===== src/rtl/hbf_pkg.sv =====
`timescale 1ns / 1ps
// ---------------------------------------------------------------------------
// hbf_pkg
// Shared types and constants of the history buffer: request and result
// formats, register indexes, insert mode codes and the modulo unit interface.
// ---------------------------------------------------------------------------
package hbf_pkg;

  // fixed field widths
  localparam int DATA_W     = 32;
  localparam int CNT_W      = 7;
  localparam int POS_W      = 6;
  localparam int CUR_W      = 6;
  localparam int NUM_W      = 10;
  localparam int CFG_IDX_W  = 4;
  localparam int CFG_DATA_W = 10;

  // register indexes
  localparam logic [CFG_IDX_W-1:0] REG_MAX_COUNT    = 4'd0;
  localparam logic [CFG_IDX_W-1:0] REG_INSERT_MODE  = 4'd1;
  localparam logic [CFG_IDX_W-1:0] REG_ONLY_CHANGES = 4'd2;
  localparam logic [CFG_IDX_W-1:0] REG_TARGET_INDEX = 4'd3;

  // insert modes
  localparam logic [1:0] MODE_APPEND = 2'd0;
  localparam logic [1:0] MODE_HEAD   = 2'd1;
  localparam logic [1:0] MODE_RING   = 2'd2;
  localparam logic [1:0] MODE_INDEX  = 2'd3;

  // one input request
  typedef struct packed {
    logic [DATA_W-1:0] new_value;
    logic [DATA_W-1:0] time_stamp;
    logic              insert_enable;
    logic              clear_level;
  } in_item_t;

  // one result
  typedef struct packed {
    logic [DATA_W-1:0] entry_value;
    logic [DATA_W-1:0] entry_time;
    logic [POS_W-1:0]  position;
    logic [CNT_W-1:0]  list_count;
    logic              list_empty;
    logic              last_of_run;
  } out_item_t;

  // modulo unit command and answer
  typedef struct packed {
    logic             start;
    logic [NUM_W-1:0] num;
    logic [CNT_W-1:0] den;
  } mod_req_t;

  typedef struct packed {
    logic             done;
    logic [CNT_W-1:0] rem;
  } mod_rsp_t;

endpackage


===== src/rtl/hbf_modulo.sv =====
`timescale 1ns / 1ps
// ---------------------------------------------------------------------------
// hbf_modulo
// Restoring remainder unit: num mod den, one numerator bit per cycle.
// The answer is valid in the cycle that done is high; den must be nonzero.
// ---------------------------------------------------------------------------
module hbf_modulo (
  input  logic              clk,
  input  logic              rst_n,
  input  hbf_pkg::mod_req_t req,
  output hbf_pkg::mod_rsp_t rsp
);

  localparam int STEP_W = $clog2(hbf_pkg::NUM_W + 1);

  logic [STEP_W-1:0]          step_r;
  logic [STEP_W-1:0]          step_nxt;
  logic                       done_r;
  logic                       done_nxt;
  logic [hbf_pkg::NUM_W-1:0]  num_r;
  logic [hbf_pkg::NUM_W-1:0]  num_nxt;
  logic [hbf_pkg::CNT_W-1:0]  den_r;
  logic [hbf_pkg::CNT_W-1:0]  rem_r;
  logic [hbf_pkg::CNT_W-1:0]  rem_nxt;
  logic [hbf_pkg::CNT_W:0]    shifted;
  logic [hbf_pkg::CNT_W:0]    den_ext;

  // one shift and conditional subtract
  assign shifted = {rem_r, num_r[hbf_pkg::NUM_W-1]};
  assign den_ext = {1'b0, den_r};

  always_comb begin
    step_nxt = step_r;
    done_nxt = 1'b0;
    num_nxt  = num_r;
    rem_nxt  = rem_r;
    if (req.start) begin
      step_nxt = STEP_W'(hbf_pkg::NUM_W);
      num_nxt  = req.num;
      rem_nxt  = '0;
    end else if (step_r != '0) begin
      step_nxt = step_r - 1'b1;
      num_nxt  = {num_r[hbf_pkg::NUM_W-2:0], 1'b0};
      if (shifted >= den_ext) begin
        rem_nxt = hbf_pkg::CNT_W'(shifted - den_ext);
      end else begin
        rem_nxt = shifted[hbf_pkg::CNT_W-1:0];
      end
      done_nxt = (step_r == STEP_W'(1));
    end
  end

  // control state
  always_ff @(posedge clk) begin
    if (!rst_n) begin
      step_r <= '0;
      done_r <= 1'b0;
    end else begin
      step_r <= step_nxt;
      done_r <= done_nxt;
    end
  end

  // datapath
  always_ff @(posedge clk) begin
    num_r <= num_nxt;
    rem_r <= rem_nxt;
    if (req.start) begin
      den_r <= req.den;
    end
  end

  assign rsp.done = done_r;
  assign rsp.rem  = rem_r;

endmodule


===== src/rtl/history_buffer_four_mode_unit.sv =====
`timescale 1ns / 1ps
// ---------------------------------------------------------------------------
// history_buffer_four_mode_unit
// Bounded history list of values with timestamps, four insert modes,
// read out in full after every request.
// ---------------------------------------------------------------------------
// Usage:
//   in_*  : one request per frame (value, timestamp, insert enable, clear
//           level); taken when in_valid is high and in_stall is low. in_stall
//           is high while a request is being worked on.
//   out_* : one result per list entry, front first, last_of_run on the final
//           one; an empty list gives one result with list_empty set.
//   cfg_* : register writes, always ready; write only while the unit is idle.
// Timing: a request passes through planning and the update, with a wait in
//   the modulo unit between them for index mode or a full ring overwrite.
//   The entries then stream from the entry memory at one result per cycle
//   while out_stall is low, through the registered memory read and the output
//   register. The length of a request grows with the list count, set by the
//   single read port of the entry memory.
// Stall: results wait in the output register; the read stream holds. The
//   next request is taken once the last read has been issued.
// Reset: list empty, cursor zero, previous value zero, registers to their
//   defaults (max_count 64, append, only on changes, index 0).
// ---------------------------------------------------------------------------
module history_buffer_four_mode_unit #(
  parameter int DEPTH      = 64,
  parameter int VALUE_BITS = 32
) (
  input  logic                             clk,
  input  logic                             rst_n,
  input  logic                             in_valid,
  output logic                             in_stall,
  input  hbf_pkg::in_item_t                in_data,
  output logic                             out_valid,
  input  logic                             out_stall,
  output hbf_pkg::out_item_t               out_data,
  input  logic                             cfg_valid,
  output logic                             cfg_ready,
  input  logic [hbf_pkg::CFG_IDX_W-1:0]    cfg_index,
  input  logic [hbf_pkg::CFG_DATA_W-1:0]   cfg_data
);

  localparam int STORE_W = (VALUE_BITS > hbf_pkg::DATA_W) ? hbf_pkg::DATA_W : VALUE_BITS;
  localparam int AW      = $clog2(DEPTH);
  localparam int CW      = hbf_pkg::CNT_W;

  localparam logic [CW-1:0] DEPTH_CNT = CW'(DEPTH);

  // sequencer states
  localparam logic [2:0] S_IDLE  = 3'd0;
  localparam logic [2:0] S_PLAN  = 3'd1;
  localparam logic [2:0] S_MOD   = 3'd2;
  localparam logic [2:0] S_APPLY = 3'd3;
  localparam logic [2:0] S_READ  = 3'd4;

  // logical position to memory address, wrapping once at DEPTH
  function automatic logic [AW-1:0] phys(input logic [AW-1:0] base,
                                         input logic [CW-1:0] ofs);
    logic [CW:0] sum;
    sum = (CW+1)'(base) + (CW+1)'(ofs);
    if (sum >= (CW+1)'(DEPTH)) begin
      sum = sum - (CW+1)'(DEPTH);
    end
    return sum[AW-1:0];
  endfunction

  // count after dropping entries above the limit, keeping at least one
  function automatic logic [CW-1:0] trim(input logic [CW-1:0] cnt,
                                         input logic [CW-1:0] lim);
    logic [CW-1:0] res;
    res = cnt;
    if (cnt > lim && cnt > CW'(1)) begin
      res = (lim == '0) ? CW'(1) : lim;
    end
    return res;
  endfunction

  // configuration registers
  logic [CW-1:0]                   max_count_r;
  logic [1:0]                      mode_r;
  logic                            only_r;
  logic [hbf_pkg::NUM_W-1:0]       target_r;

  // list state
  logic [2:0]                      state_r, state_nxt;
  logic [CW-1:0]                   count_r, count_nxt;
  logic [AW-1:0]                   head_r, head_nxt;
  logic [hbf_pkg::CUR_W-1:0]       cursor_r, cursor_nxt;
  logic [STORE_W-1:0]              prev_r;
  logic                            clr_latch_r;

  // captured request
  logic [STORE_W-1:0]              val_r;
  logic [hbf_pkg::DATA_W-1:0]      time_r;
  logic                            en_r;
  logic                            rec_r;
  logic [CW-1:0]                   mod_q_r;

  // read stream
  logic [CW-1:0]                   rd_k_r, rd_k_nxt;
  logic                            p_valid_r, p_valid_nxt;
  logic [hbf_pkg::POS_W-1:0]       p_pos_r;
  logic                            p_last_r;
  logic                            p_empty_r;
  logic [CW-1:0]                   p_cnt_r;
  logic                            out_valid_r, out_valid_nxt;
  hbf_pkg::out_item_t              out_q_r;

  // entry memories
  logic [STORE_W-1:0]              value_mem [DEPTH];
  logic [hbf_pkg::DATA_W-1:0]      time_mem  [DEPTH];
  logic [STORE_W-1:0]              rd_val_r;
  logic [hbf_pkg::DATA_W-1:0]      rd_time_r;
  logic                            wr_en;
  logic [AW-1:0]                   wr_addr;
  logic                            rd_en;
  logic [AW-1:0]                   rd_addr;

  // misc combinational
  logic                            in_acc;
  logic [STORE_W-1:0]              in_val;
  logic                            changed;
  logic [CW-1:0]                   m_eff;
  logic [CW-1:0]                   c1;
  logic [CW-1:0]                   c2;
  logic [CW-1:0]                   idx;
  logic [AW-1:0]                   head_m1;
  logic [CW-1:0]                   rd_total;
  logic                            advance;
  logic                            issue;
  logic                            issue_last;
  logic [hbf_pkg::DATA_W-1:0]      val_ext;
  hbf_pkg::mod_req_t               mod_req;
  hbf_pkg::mod_rsp_t               mod_rsp;

  assign cfg_ready = 1'b1;
  assign in_stall  = (state_r != S_IDLE);
  assign in_acc    = in_valid && (state_r == S_IDLE);
  assign in_val    = in_data.new_value[STORE_W-1:0];
  assign changed   = (in_val != prev_r);
  assign m_eff     = (max_count_r > DEPTH_CNT) ? DEPTH_CNT : max_count_r;
  assign idx       = (m_eff == '0) ? '0 : mod_q_r;
  assign head_m1   = (head_r == '0) ? AW'(DEPTH - 1) : head_r - 1'b1;

  // read stream control
  assign advance    = !out_valid_r || !out_stall;
  assign issue      = (state_r == S_READ) && advance;
  assign rd_total   = (count_r == '0) ? CW'(1) : count_r;
  assign issue_last = (rd_k_r + CW'(1) == rd_total);
  assign rd_en      = issue && (count_r != '0);
  assign rd_addr    = phys(head_r, rd_k_r);

  // modulo requests: index mode or a full ring
  always_comb begin
    mod_req.start = 1'b0;
    mod_req.num   = target_r;
    mod_req.den   = m_eff;
    if (state_r == S_PLAN && en_r) begin
      if (mode_r == hbf_pkg::MODE_INDEX && m_eff != '0) begin
        mod_req.start = 1'b1;
      end else if (mode_r == hbf_pkg::MODE_RING && rec_r && m_eff != '0 &&
                   count_r != '0 && count_r >= m_eff) begin
        mod_req.start = 1'b1;
        mod_req.num   = hbf_pkg::NUM_W'(cursor_r) + hbf_pkg::NUM_W'(1);
        mod_req.den   = count_r;
      end
    end
  end

  hbf_modulo u_modulo (
    .clk   (clk),
    .rst_n (rst_n),
    .req   (mod_req),
    .rsp   (mod_rsp)
  );

  // sequencer and list update
  always_comb begin
    state_nxt  = state_r;
    count_nxt  = count_r;
    head_nxt   = head_r;
    cursor_nxt = cursor_r;
    rd_k_nxt   = rd_k_r;
    wr_en      = 1'b0;
    wr_addr    = head_r;
    c1         = count_r;
    c2         = count_r;
    case (state_r)
      S_IDLE: begin
        if (in_acc) begin
          state_nxt = S_PLAN;
          if (in_data.clear_level && !clr_latch_r) begin
            count_nxt = '0;
          end
        end
      end
      S_PLAN: begin
        state_nxt = mod_req.start ? S_MOD : S_APPLY;
      end
      S_MOD: begin
        if (mod_rsp.done) begin
          state_nxt = S_APPLY;
        end
      end
      S_APPLY: begin
        state_nxt = S_READ;
        rd_k_nxt  = '0;
        if (en_r) begin
          case (mode_r)
            hbf_pkg::MODE_APPEND: begin
              if (rec_r) begin
                wr_en      = 1'b1;
                wr_addr    = phys(head_r, count_r);
                c1         = count_r + CW'(1);
                c2         = trim(c1, m_eff);
                count_nxt  = c2;
                head_nxt   = phys(head_r, c1 - c2);
                cursor_nxt = hbf_pkg::CUR_W'(c2 - CW'(1));
              end
            end
            hbf_pkg::MODE_HEAD: begin
              if (rec_r) begin
                wr_en      = 1'b1;
                wr_addr    = head_m1;
                head_nxt   = head_m1;
                count_nxt  = trim(count_r + CW'(1), m_eff);
                cursor_nxt = '0;
              end
            end
            hbf_pkg::MODE_RING: begin
              if (rec_r) begin
                if (m_eff != '0) begin
                  wr_en = 1'b1;
                  if (count_r == '0) begin
                    wr_addr = head_r;
                    c1      = CW'(1);
                  end else if (count_r < m_eff) begin
                    wr_addr    = phys(head_r, count_r);
                    c1         = count_r + CW'(1);
                    cursor_nxt = hbf_pkg::CUR_W'(count_r);
                  end else begin
                    wr_addr    = phys(head_r, mod_q_r);
                    cursor_nxt = hbf_pkg::CUR_W'(mod_q_r);
                  end
                end
                count_nxt = trim(c1, m_eff);
              end
            end
            default: begin
              c1        = trim(count_r, m_eff);
              count_nxt = c1;
              if (rec_r) begin
                wr_en = 1'b1;
                if (c1 <= idx) begin
                  wr_addr   = phys(head_r, c1);
                  count_nxt = c1 + CW'(1);
                end else begin
                  wr_addr = phys(head_r, idx);
                end
              end
            end
          endcase
        end
      end
      S_READ: begin
        if (issue) begin
          rd_k_nxt = rd_k_r + CW'(1);
          if (issue_last) begin
            state_nxt = S_IDLE;
          end
        end
      end
      default: begin
        state_nxt = S_IDLE;
      end
    endcase
  end

  // read pipeline handshake
  always_comb begin
    p_valid_nxt   = p_valid_r;
    out_valid_nxt = out_valid_r;
    if (advance) begin
      out_valid_nxt = p_valid_r;
      p_valid_nxt   = issue;
    end
  end

  // control registers
  always_ff @(posedge clk) begin
    if (!rst_n) begin
      state_r     <= S_IDLE;
      count_r     <= '0;
      head_r      <= '0;
      cursor_r    <= '0;
      prev_r      <= '0;
      clr_latch_r <= 1'b0;
      rd_k_r      <= '0;
      p_valid_r   <= 1'b0;
      out_valid_r <= 1'b0;
      max_count_r <= CW'(64);
      mode_r      <= hbf_pkg::MODE_APPEND;
      only_r      <= 1'b1;
      target_r    <= '0;
    end else begin
      state_r     <= state_nxt;
      count_r     <= count_nxt;
      head_r      <= head_nxt;
      cursor_r    <= cursor_nxt;
      rd_k_r      <= rd_k_nxt;
      p_valid_r   <= p_valid_nxt;
      out_valid_r <= out_valid_nxt;
      if (in_acc) begin
        prev_r      <= in_val;
        clr_latch_r <= in_data.clear_level;
      end
      // register writes
      if (cfg_valid && cfg_ready) begin
        case (cfg_index)
          hbf_pkg::REG_MAX_COUNT:    max_count_r <= cfg_data[CW-1:0];
          hbf_pkg::REG_INSERT_MODE:  mode_r      <= cfg_data[1:0];
          hbf_pkg::REG_ONLY_CHANGES: only_r      <= cfg_data[0];
          hbf_pkg::REG_TARGET_INDEX: target_r    <= cfg_data;
          default: ;
        endcase
      end
    end
  end

  // request capture and modulo result
  always_ff @(posedge clk) begin
    if (in_acc) begin
      val_r  <= in_val;
      time_r <= in_data.time_stamp;
      en_r   <= in_data.insert_enable;
      rec_r  <= changed || !only_r;
    end
    if (state_r == S_MOD && mod_rsp.done) begin
      mod_q_r <= mod_rsp.rem;
    end
  end

  // entry memories, one write and one registered read
  always_ff @(posedge clk) begin
    if (wr_en) begin
      value_mem[wr_addr] <= val_r;
      time_mem[wr_addr]  <= time_r;
    end
    if (rd_en) begin
      rd_val_r  <= value_mem[rd_addr];
      rd_time_r <= time_mem[rd_addr];
    end
  end

  // read stage tags
  always_ff @(posedge clk) begin
    if (issue) begin
      p_pos_r   <= hbf_pkg::POS_W'(rd_k_r);
      p_last_r  <= issue_last;
      p_empty_r <= (count_r == '0);
      p_cnt_r   <= count_r;
    end
  end

  always_comb begin
    val_ext = '0;
    val_ext[STORE_W-1:0] = rd_val_r;
  end

  // output register
  always_ff @(posedge clk) begin
    if (advance && p_valid_r) begin
      out_q_r.entry_value <= p_empty_r ? '0 : val_ext;
      out_q_r.entry_time  <= p_empty_r ? '0 : rd_time_r;
      out_q_r.position    <= p_empty_r ? '0 : p_pos_r;
      out_q_r.list_count  <= p_cnt_r;
      out_q_r.list_empty  <= p_empty_r;
      out_q_r.last_of_run <= p_last_r;
    end
  end

  assign out_valid = out_valid_r;
  assign out_data  = out_q_r;

  // the list never outgrows the memory
  a_count_bound: assert property (@(posedge clk) disable iff (!rst_n)
    (state_r != S_PLAN) || (count_r <= DEPTH_CNT))
    else $error("entry count above depth");

  // an empty-list result is the only and last one of its frame
  a_empty_last: assert property (@(posedge clk) disable iff (!rst_n)
    (out_valid && out_data.list_empty) |-> (out_data.last_of_run && out_data.position == '0))
    else $error("empty list result malformed");

  // the last entry sits at position count - 1
  a_last_pos: assert property (@(posedge clk) disable iff (!rst_n)
    (out_valid && out_data.last_of_run && !out_data.list_empty) |->
      (CW'(out_data.position) + CW'(1) == out_data.list_count))
    else $error("last result position mismatch");

  // the modulo unit answers only while the sequencer waits for it
  a_mod_done: assert property (@(posedge clk) disable iff (!rst_n)
    mod_rsp.done |-> (state_r == S_MOD))
    else $error("modulo answer outside wait state");

  // no write to the entry memory while entries are streaming out
  a_no_write_in_read: assert property (@(posedge clk) disable iff (!rst_n)
    rd_en |-> !wr_en)
    else $error("entry write during readout");

endmodule

===== config.mk =====
export PLATFORM = sky130hd
export DESIGN_NAME = history_buffer_four_mode_unit
export DESIGN_NICKNAME = d
export VERILOG_FILES = /design/src/rtl/hbf_pkg.sv /design/src/rtl/hbf_modulo.sv /design/src/rtl/history_buffer_four_mode_unit.sv
export SDC_FILE = /design/constraint.sdc
export NUM_CORES = 2
export LEC_CHECK = 0
export BUFFER_PORTS_ARGS = -buffer_cell sky130_fd_sc_hd__buf_4
export CORE_ASPECT_RATIO = 1.25
export CORE_MARGIN = 2
export CORE_UTILIZATION = 48
export DETAILED_ROUTE_END_ITERATION = 12
export SLEW_MARGIN = 20
export SYNTH_ARGS = -nofsm -noshare
export SYNTH_HDL_FRONTEND = slang
export SYNTH_HIERARCHICAL = 1
export SYNTH_SLANG_ARGS = --single-unit

===== constraint.sdc =====
create_clock -name clk -period 26.8 [get_ports clk]
set_input_delay 0 -clock clk [delete_from_list [all_inputs] [get_ports clk]]
set_output_delay 0 -clock clk [all_outputs]
set_load 0.02 [all_outputs]

==> impl_metrics.py <==
metrics = {
    "synth": {
        "synthFlopType": "edfxtp_1",
        "syn-instance-count": 7599,
        "yosys.area_share.xor_xnor_pct": 0.436,
        "synthSimpleGateAreaFrac_pct": 1.98,
        "synth_compound_area_share_pct": 1.80,
        "synthTopCellsByArea": "edfxtp_1, mux4_2, dfxtp_1",
        "yosys_register_bits": 4440,
        "synth_top_area_share_pct": 75.6,
        "syn-num-nets": 7771,
        "synth_cell_types": 95,
        "synthArstFlopShare_pct": 0,
        "postSynthAreaPerCell_um2": 22.7,
        "ys_warn_count": 6,
        "synth_area_um2": 173000,
        "synth_top_family_by_area": "multiplexers",
        "yosysTopAreaCell": "edfxtp_1",
        "synth_fa_ha_area_share_pct": 0.661,
        "synth_edf_count": 4344,
        "ys_seq_area_share_pct": 76.7,
        "synthMuxAreaShare_pct": 17.4,
    },
    "power_and_ir_drop": {
        "max-vdd-ir-drop_v": 0.0000825,
        "p_leak_nw": 59.8,
        "p_per_area_nw_per_um2": 73.8,
        "total_power_mw": 14.5,
    },
    "layout": {
        "fin_nets": 8426,
        "mostFrequentLayoutCells": "edfxtp_1, mux4_2, buf_4",
        "postLayoutCellArea_um2": 196000,
        "drive_gt1_share_pct": 28.3,
        "instances_no_fill": 13300,
        "syn_to_final_growth_pct": 13.6,
        "final_common_cell": "edfxtp_1",
        "fillers": 26800,
    },
    "grt": {
        "busiest_layer": "met2",
        "use_met3_pct": 3.38,
        "antenna_found_initial": 21,
        "grt_util_met1_pct": 34.5,
        "grtUsageMet2_pct": 43.7,
        "grt_pass1_wl_um": 655000,
        "globalRouteOverflowTotal": 0,
        "grt_usage_pct": 25.5,
        "grt_pass1_vias": 85100,
        "grt_max_degree": 102,
    },
    "worst_setup_path": {
        "crit_path_start_kind": "register",
        "required_ns": 27.39,
        "endpoint_kind": "register",
        "path_max_fanout": 33,
        "r2r_setup_slack_ns": 16.59,
        "critPathArrivalTime_ns": 10.80,
        "critical_path_class": "register to register",
    },
    "detailed_routing": {
        "drtIter0Drc": 9529,
        "ant_nets": 0,
        "drt-total-wl_um": 466000,
        "via_per_inst": 6.22,
        "dr.pass1.iters": 5,
        "vias": 82900,
        "drc": 0,
        "routedWlPerCell_um": 35.0,
    },
    "timing": {
        "setup-violations-final": 0,
        "tightest_slew_ns": 1.17,
        "hold_viol": 0,
        "fin_ws_ns": 16.59,
        "period_needed_ns": 10.21,
        "drv_slew": 0,
        "slew_headroom_pct": 21.9,
        "tns_ns": 0,
        "period_share_pct": 38.1,
        "grt_setup_unrepaired": "false",
        "clock_skew_ns": 0.0688,
        "fmax_ghz": 0.0980,
    },
    "clock_network": {
        "clk_path_buf_depth": 4,
        "worstSkewPairLatency_ns": 0.99,
        "cts_buffers": 421,
        "cts_tree": "built",
        "postCtsSetupBuffers": 0,
        "h-tree-depth": 5,
        "clk_pin_slew_ns": 0.06,
        "cts_sinks": 4440,
        "cts_root_buf": "clkbuf_16",
    },
    "floorplanning": {
        "num_io_pins": 167,
        "core_um2": 359000,
        "initial_core_util_pct": 48.1,
        "die_w_um": 540,
        "rows": 246,
        "dieArea_um2": 364000,
        "die_h_um": 674,
    },
    "outcome": {
        "status": "complete, no violations",
    },
    "job": {
        "max_cap_violations": 0,
    },
    "place": {
        "hpwl_um": 268000,
        "placed_area_um2": 181000,
        "pre_cts_ws_ns": 16.77,
        "dp.cells": 12400,
        "gp_congestion": 0.859,
        "io_buffer_count": 165,
    },
    "hold_path": {
        "hold_class": "primary input to register",
    },
}
## cell type report
type	count	area, um2	share of cell area, %
well taps	4712	5900	3.01
repair buffers	633	5330	2.72
clock inverters	242	2260	1.15
multi-input cells	2688	38800	19.8
clock buffers	529	11000	5.64
flip-flops and latches	4440	132000	67.5
diodes	7	17.5	0.00894
inverters	70	268	0.137
## Yosys cell counts (41+ instances only)
master / count
a211oi_1: 77
a21oi_1: 165
edfxtp_1: 4344
mux4_2: 1280
nor2_1: 114
mux2i_1: 96
dfxtp_1: 96
nand3_1: 41
inv_1: 64
o21ai_0: 65
buf_1: 105
clkbuf_1: 263
xnor2_1: 68
nand2_1: 153
ha_1: 80
nor3_1: 67
nor2b_1: 154
## routing by layer
| layer | wire, um | vias to the layer above |
|---|---|---|
| met2 | 239000 | 3458 |
| met5 | 40 | - |
| met3 | 31700 | 626 |
| li1 | - | 33600 |
| met4 | 14200 | 6 |
| met1 | 181000 | 45200 |
## per-stage QoR
stage	utilization, %	hold slack (ns)
final	54.7	0.0796
after global routing	54.7	0.0473
after CTS	54.7	0.00682
after detailed placement	50.4	0.179
after global placement	50.4	0.178
after floorplan	-	0.0989
## cells by family after synthesis
family | Yosys count
xor+xnor | 86
other cells | 1
flops | 4440
compound gates | 468
mux | 1391
buf+inv | 471
simple gates | 655
fa+ha+maj | 87
## worst max-delay path, cell delays in order, from the launching register on
cell	delay (ns)
dfxtp_1	0.40
nor2b_1	0.41
clkinv_1	0.47
ha_1	0.43
nand4_1	0.17
a21o_1	0.35
a221oi_4	0.80
mux2i_1	0.57
inv_2	0.10
ha_1	0.32
nand2_1	0.05
o21ai_0	0.42
o21a_1	0.43
nand2_1	0.11
o21ai_0	0.18
ha_1	0.25
inv_1	0.06
fa_1	0.43
inv_1	0.07
a21o_1	0.11
a21oi_1	0.07
xnor2_1	0.18
o22a_1	0.39
nand3b_1	0.21
nand4b_1	0.88
nor2_4	0.79
buf_4	0.51
buf_4	0.59
## sequential cells by signal, indices dropped and copies added (netlist names), 6 cells and up
name,flops
time_mem,2048
value_mem,2048
out_data,79
prev_r,32
rd_time_r,32
rd_val_r,32
time_r,32
val_r,32
target_r,10
u_modulo/num_r,10
count_r,7
max_count_r,7
mod_q_r,7
p_cnt_r,7
rd_k_r,7
u_modulo/den_r,7
u_modulo/rem_r,7
cursor_r,6
head_r,6
p_pos_r,6
## what timing repair did
item                                   4_1_cts  5_1_grt
gates resized for setup                      0        0
hold buffers                               178        0
endpoints found under the hold margin      170        0
## power by group
part | internal (mW) | total [mW] | switching, mW
Combinational | 0.297 | 0.871 | 0.574
Clock | 3.23 | 5.81 | 2.58
Sequential | 7.76 | 7.79 | 0.0233
Total | 11.3 | 14.5 | 3.18
## worst paths after layout
check | startpoint | to | depth (start not counted)
worst max-delay path | max_count_r[6] | time_mem[63][10] | 27
worst min-delay path | in_data[48] | rec_r | 5
worst max register to register | max_count_r[6] | time_mem[63][10] | 27
worst min register to register | p_cnt_r[6] | out_data[8] | 0
Note: power is estimated with default switching activity, not from simulation.
